## src/rtl/core/pbfei_ram.sv

```systemverilog
module pbfei_ram #(
  parameter int WIDTH = 64,
  parameter int DEPTH = 4
) (
  input  logic                                       clk,
  input  logic                                       we,
  input  logic [((DEPTH > 1) ? $clog2(DEPTH) : 1)-1:0] waddr,
  input  logic [WIDTH-1:0]                           wdata,
  input  logic                                       re,
  input  logic [((DEPTH > 1) ? $clog2(DEPTH) : 1)-1:0] raddr,
  output logic [WIDTH-1:0]                           rdata
);

  logic [WIDTH-1:0] mem [DEPTH];

  always_ff @(posedge clk) begin
    if (we) begin
      mem[waddr] <= wdata;
    end
    if (re) begin
      rdata <= mem[raddr];
    end
  end

endmodule

```

## config.mk

```make
export PLATFORM = sky130hd
export DESIGN_NAME = pbfei_ram
export DESIGN_NICKNAME = d
export VERILOG_FILES = /design/src/rtl/core/pbfei_ram.sv
export SDC_FILE = /design/constraint.sdc
export NUM_CORES = 1
export LEC_CHECK = 0
export ABC_AREA = 0
export BUFFER_PORTS_ARGS = -buffer_cell sky130_fd_sc_hd__buf_4
export CAP_MARGIN = 20
export CORE_ASPECT_RATIO = 0.5
export CORE_MARGIN = 3
export CORE_UTILIZATION = 30
export CTS_CLUSTER_DIAMETER = 50
export DETAILED_ROUTE_END_ITERATION = 10
export PLACE_DENSITY = 0.47
export SLEW_MARGIN = 20
export SYNTH_ARGS = -nofsm -noshare
export SYNTH_HDL_FRONTEND = slang
export SYNTH_SLANG_ARGS = --single-unit
```

## constraint.sdc

```tcl
create_clock -name clk -period 5.55 [get_ports clk]
set_clock_uncertainty 0.15 [all_clocks]
set_input_delay 0.555 -clock clk [delete_from_list [all_inputs] [get_ports clk]]
set_output_delay 0.555 -clock clk [all_outputs]
set_load 0.02 [all_outputs]
```

Word level (Yosys, flattened, before mapping)
Memories as Yosys holds them, arrays and structs flattened. A register that Yosys moved wholly into a read port is not among the register bits.
Cells that the tools add are included.

word-level totals
  flip-flop bits (word level) = 0
  bits in latches = 0
  bits in writable memories = 256
  memory bits (read-only) = 0
  input port bits = 71
  output and inout bits = 64
  logic and storage cells = 3
  memories = 1

cells by class
  add/subtract/negate cells = 0
  multiply operators = 0
  div/mod/pow operators = 0
  magnitude comparators = 0
  eq/ne operators = 0
  shifts and indexed selects = 0
  mux-type cells = 2
  bitwise logic cells = 0
  reduce and logical (&&, ||, !) cells = 0

memory list
  memory  words  bits a word  read ports  clocked after memory_dff  wr ports  line  source
  mem     4      64           1           1                         1         14    logic [WIDTH-1:0] mem [DEPTH];

operators with widths
  cell               number
  two-way mux 1 bit  2

Depth between registers and ports, before layout
Gate-level depths: netlist of the first run.

  depth in word-level cells = 2
  depth in mapped cells = 3
  depth with buffers taken out = 1

Least setup slack after synthesis of the first run
Ideal clock, no wire load.

  kind = in2reg
  start point = in waddr[1] (netlist name)
  end point = mem mem[0][0] (enable)
  arrival = 5,257 ps
  required time = 4,821 ps
  setup slack = -436 ps
  cell stages on the path = 1
  path through = nor3b_1

RTL lines
  what             line  source
  start, declared  7     input logic [((DEPTH > 1) ? $clog2(DEPTH) : 1)-1:0] waddr,
  end, declared    14

Straight into the memory's write port.

Worst setup path after layout of the first run
  start point = in raddr[0] (netlist name)
  end point = reg rdata[2] (read register of mem) (data pin)

RTL lines
  what             line  source
  start, declared  10    input logic [((DEPTH > 1) ? $clog2(DEPTH) : 1)-1:0] raddr,
  end, declared    11    output logic [WIDTH-1:0] rdata

No word-level cell between the ends.

==> results of run 1 <==
## per-stage QoR
step | utilization | worst slack [ps]
floorplan | - | 1860
global placement | 0.350 | 2850
detailed placement | 0.350 | 2840
CTS | 0.379 | 3390
global route | 0.379 | 3300
finish | 0.379 | 3460
## synthesized netlist by cell type (all sizes together)
| cell | count |
|---|---|
| and3 | 1 |
| clkbuf | 1 |
| mux4 | 64 |
| edfxtp | 320 |
| nor3b | 1 |
| and3b | 2 |
| buf | 13 |
## final timing paths
check	endpoint	cells past startpoint	from	slack, ps
worst max-delay path	rdata[2]	3	raddr[0]	3460
worst min-delay path	mem[0][22]	1	wdata[22]	90
worst max register to register	rdata[0]	1	mem[1][0]	4240
worst min register to register	rdata[2]	1	mem[0][2]	470
## logic make-up (layout without fill, tap and decap cells)
| group | Yosys count | count (layout) | synth area share |
|---|---|---|---|
| buffers and inverters | 14 | 195 | 0.0148 |
| DFF | 320 | 320 | 0.853 |
| muxes | 64 | 64 | 0.129 |
| other | 0 | 1 | 0 |
| and+or+nand+nor | 4 | 4 | 0.00278 |
## placed cells by master, fill, tap and decap left out
cell        Yosys  final
buf_4           0    141
bufinv_16       0      1
diode_2         0      1
clkinv_2        0      3
and3_4          0      1
clkinv_1        0      5
clkbuf_1        0      7
clkinvlp_4      0      1
mux4_1          4      4
and3b_4         0      2
mux4_2         60     60
nor3b_4         0      1
edfxtp_1      320    320
clkbuf_16       0     37
## layout make-up
class	count	share of cell area
antenna	1	0.000181
clock buffer	44	0.0689
clock inverter	10	0.00516
multi-input combinational	68	0.109
sequential	320	0.696
tap	484	0.0438
timing repair buffer	141	0.0766
## layer usage
layer,track usage,wire [microns],share of wire,up-vias
met2,0.204,11900,0.56,67
met1,0.120,8180,0.38,2448
met3,0.0284,821,0.038,33
met5,0,20,0.00094,-
li1,-,-,-,2071
met4,0.0384,418,0.020,2
## critical path: stages
cell and delay, ps:
buf_4 460, buf_4 530, mux4_1 600
## power groups by stage
stage	sequential (uW)	clock, uW	combinational, uW
2_1_floorplan	2930	0	123
3_3_place_gp	2890	0	323
3_5_place_dp	2900	0	327
4_1_cts	2850	2170	327
5_1_grt	2860	2270	342
6_report	2840	2090	315
## state kept, by name (all words and copies together), names as in the netlist
register	count
mem	256
rdata	64
==> flow_summary.json, run 1 <==
{
  "status": "completed",
  "cts_setup_buffers": 0,
  "start_util": 0.309,
  "stdcell_count": 1068,
  "switching_share": 0.199,
  "gp_congestion": 0.674,
  "ys_seq_area_frac": 0.853,
  "die_w_microns": 280,
  "cellPowerDensity_nw_per_um2": 380,
  "tns_ps": 0,
  "worst_ir_drop_vdd_mv": 0.162,
  "cts_buffers": 34,
  "insertion_delay_ps": 510,
  "avgSynthCellArea_sq_um": 28.0,
  "die_h_microns": 143,
  "leakage_uw": 0.00460,
  "clk_pin_slew_ps": 60,
  "ys_ff_latch": 320,
  "rsz0062_at_grt": "no",
  "grt_pass1_vias": 5174,
  "final_max_slew_viol_count": 0,
  "hold_slack_ps": 94.3,
  "dr.pass1.iters": 4,
  "tightest_slew_ps": 1070,
  "ctsRootBufferMaster": "clkbuf_16",
  "dpl.cell_count": 1013,
  "cts_tree": "yes",
  "hold_viol_final": 0,
  "grt_first_pass_wirelength_microns": 32100,
  "drc": 0,
  "p_int_uw": 4200,
  "ys_types": 10,
  "antenna_found_initial": 2,
  "power_frac_clock": 0.399,
  "routed_wl_microns": 21300,
  "synth_top_area_cell": "edfxtp_1",
  "drive_above_1_share": 0.424,
  "ios": 135,
  "cts_hold_buf": 0,
  "setup_violations": 0,
  "syn_inst": 402,
  "yosysWarnings": 0,
  "synthTopCellsByArea": "edfxtp_1 (85%), mux4_2 (12%), buf_12 (1.1%)",
  "synth.top_cell.area_share": 0.853,
  "pwr-share-seq": 0.542,
  "layout.area.seq_sq_um": 9610,
  "fin_nets": 636,
  "port_buffers": 134,
  "num_rows": 49,
  "synthToLayoutAreaGrowth_pct": 22.6,
  "die-area_sq_um": 40000,
  "worst-setup-path-type": "in2reg",
  "ctsLongestPathBuffers": 3,
  "synth_area_sq_um": 11300,
  "drt_iter0_markers": 298,
  "crit_arrival_ps": 2180,
  "multi_input_area_sq_um": 1510,
  "synthesis.nets": 473,
  "slew_headroom": 0.290,
  "p_sw_uw": 1050,
  "antenna_left": 0,
  "end_kind": "register",
  "cp.required_ps": 5640,
  "cts_max_level": 2,
  "grt_overflow_total": 0,
  "grt_max_degree": 65,
  "fillers": 3253,
  "combPwrFrac": 0.060,
  "post_drt_wl_per_cell_microns": 20.0,
  "total_power_uw": 5250,
  "design_area_sq_um": 13800,
  "num_vias": 4621,
  "fin_crit_sh": 0.376,
  "grt_usage": 0.109,
  "cts_num_sinks": 320,
  "crit_path_start_kind": "input port",
  "viasPerCell": 4.33,
  "placed_cell_area_sq_um": 12800,
  "cts_resized": 0,
  "max_clock_freq_mhz": 479,
  "min_period_ps": 2090,
  "hp-class": "in2reg",
  "maxCapViolations": 0,
  "core_area_sq_um": 36500,
  "crit_fanout": 28
}
Power figures use the tool's default switching activity.
==> inputs of run 2 (changes only) <==
clock period = 1.7 ns   (was 5.55 ns; I/O delays follow)
==> run 2 against run 1 <==
Design area increased by 7.9%. Critical path depth increased by 1. Non-clock buffer count increased by 85. Combinational power increased to 4.0 times the previous value. Worst setup slack got worse by 3300 ps. Clock power increased to 3.4 times the previous value. Routed wire length increased by 4.2%. Cell count increased by 8.2%. Register-to-register slack got worse by 3800 ps. First-iteration DRC count decreased by 3.0%. Sequential share of layout area decreased by 5.1 points. Critical path type unchanged.
==> flow_summary.json, run 2 (synthesis gave the netlist of run 1 again) <==
{
  "port_buffers": 134,
  "hold_slack_ps": 33.6,
  "num_rows": 49,
  "p_int_uw": 14100,
  "end_kind": "register",
  "drive_above_1_share": 0.409,
  "tns_ps": 0,
  "crit_buf_inv": 3,
  "max_stage_delay_ps": 530,
  "crit_fanout": 20,
  "combPwrFrac": 0.070,
  "die_w_microns": 280,
  "cts_tree": "yes",
  "maxCapViolations": 0,
  "cts_num_sinks": 320,
  "diodes": 0,
  "slew_headroom": 0.758,
  "antenna_found_initial": 0,
  "dr.pass1.iters": 4,
  "stdcell_count": 1156,
  "max_clock_freq_mhz": 665,
  "num_vias": 4994,
  "routed_wl_microns": 22200,
  "core_area_sq_um": 36500,
  "tightest_slew_ps": 363,
  "reg.largest.list": "mem: 256 flops, rdata: 64 flops",
  "cts_max_level": 2,
  "hold_viol_final": 0,
  "gp_congestion": 0.669,
  "cp.required_ps": 1760,
  "ctsLongestPathBuffers": 3,
  "final_cell_mix": "edfxtp_1 (320), buf_4 (142), dlygate4sd3_1 (66)",
  "setup_violations": 0,
  "die_h_microns": 143,
  "hpwl_microns": 13600,
  "grt_first_pass_wirelength_microns": 33800,
  "fin_crit_sh": 0.885,
  "slowest_stage": "dlygate4sd3_1",
  "die-area_sq_um": 40000,
  "pwr-share-seq": 0.524,
  "worst-setup-path-type": "in2reg",
  "regMostFlops": "mem",
  "insertion_delay_ps": 500,
  "p_sw_uw": 3620,
  "fin_util": 0.409,
  "cp_cell_sequence": "dlygate4sd3_1 -> buf_4 -> and3b_4 -> buf_12",
  "grt_pass1_vias": 5530,
  "worst_ir_drop_vdd_mv": 0.490,
  "grt_overflow_total": 0,
  "crit_family": "buffers and inverters",
  "synthToLayoutAreaGrowth_pct": 32.3,
  "status": "completed",
  "cellPowerDensity_nw_per_um2": 1190,
  "design_area_sq_um": 14900,
  "start_util": 0.309,
  "rsz0062_at_grt": "no",
  "largest_reg_flops": 256,
  "switching_share": 0.204,
  "drc": 0,
  "post_drt_wl_per_cell_microns": 19.2,
  "cts_setup_buffers": 0,
  "drt_iter0_markers": 289,
  "crit_arrival_ps": 1560,
  "clk_pin_slew_ps": 60,
  "dpl.cell_count": 1032,
  "ctsRootBufferMaster": "clkbuf_16",
  "leakage_uw": 0.00507,
  "grt_max_degree": 44,
  "cts_buffers": 34,
  "placed_cell_area_sq_um": 13200,
  "hp-class": "in2reg",
  "ios": 135,
  "final_max_slew_viol_count": 0,
  "antenna_left": 0,
  "crit_path_start_kind": "input port",
  "viasPerCell": 4.32,
  "power_frac_clock": 0.406,
  "final_common_cell": "edfxtp_1",
  "min_period_ps": 1500,
  "grt_usage": 0.113,
  "fin_nets": 721
}
## run 2: stage by stage
step	total power (uW)	worst slack [ps]
2_1_floorplan	9980	-711
3_3_place_gp	10600	121
3_5_place_dp	10600	112
4_1_cts	18000	206
5_1_grt	18400	183
6_report	17700	195
## run 2: path summary, 6_finish.rpt
| path | from | endpoint | slack [ps] | cells past startpoint |
|---|---|---|---|---|
| min | re | rdata[51] | 30 | 2 |
| min reg2reg | mem[0][63] | rdata[63] | 470 | 1 |
| max | waddr[1] | mem[1][27] | 200 | 4 |
| max reg2reg | mem[1][0] | rdata[0] | 440 | 1 |
## run 2: final cells by class
class	instances	area (sq um)
multi-input combinational	68	1510
timing repair buffer	226	2090
tap	484	606
clock inverter	16	146
clock buffer	42	945
sequential	320	9610
fill	3194	21600
## run 2: power groups by stage
stage | sequential (uW) | combinational, uW | clock [uW]
2_1_floorplan | 9570 | 405 | 0
4_1_cts | 9290 | 1290 | 7420
3_5_place_dp | 9450 | 1160 | 0
6_report | 9280 | 1250 | 7180
5_1_grt | 9310 | 1340 | 7780
3_3_place_gp | 9440 | 1140 | 0
## run 2: routing by layer
| metal | global-route usage | share of wire | up-vias |
|---|---|---|---|
| met5 | 0 | 0 | - |
| met3 | 0.0271 | 0.037 | 37 |
| met4 | 0.0335 | 0.019 | 0 |
| met2 | 0.204 | 0.54 | 70 |
| li1 | - | - | 2250 |
| met1 | 0.137 | 0.41 | 2637 |
## run 2: what timing repair did
item / in CTS / in global routing
endpoints found under the hold margin: 257 / 0
hold buffers: 66 / 0
resized for setup: 0 / 0
endpoints found under the setup margin: 0 / 0
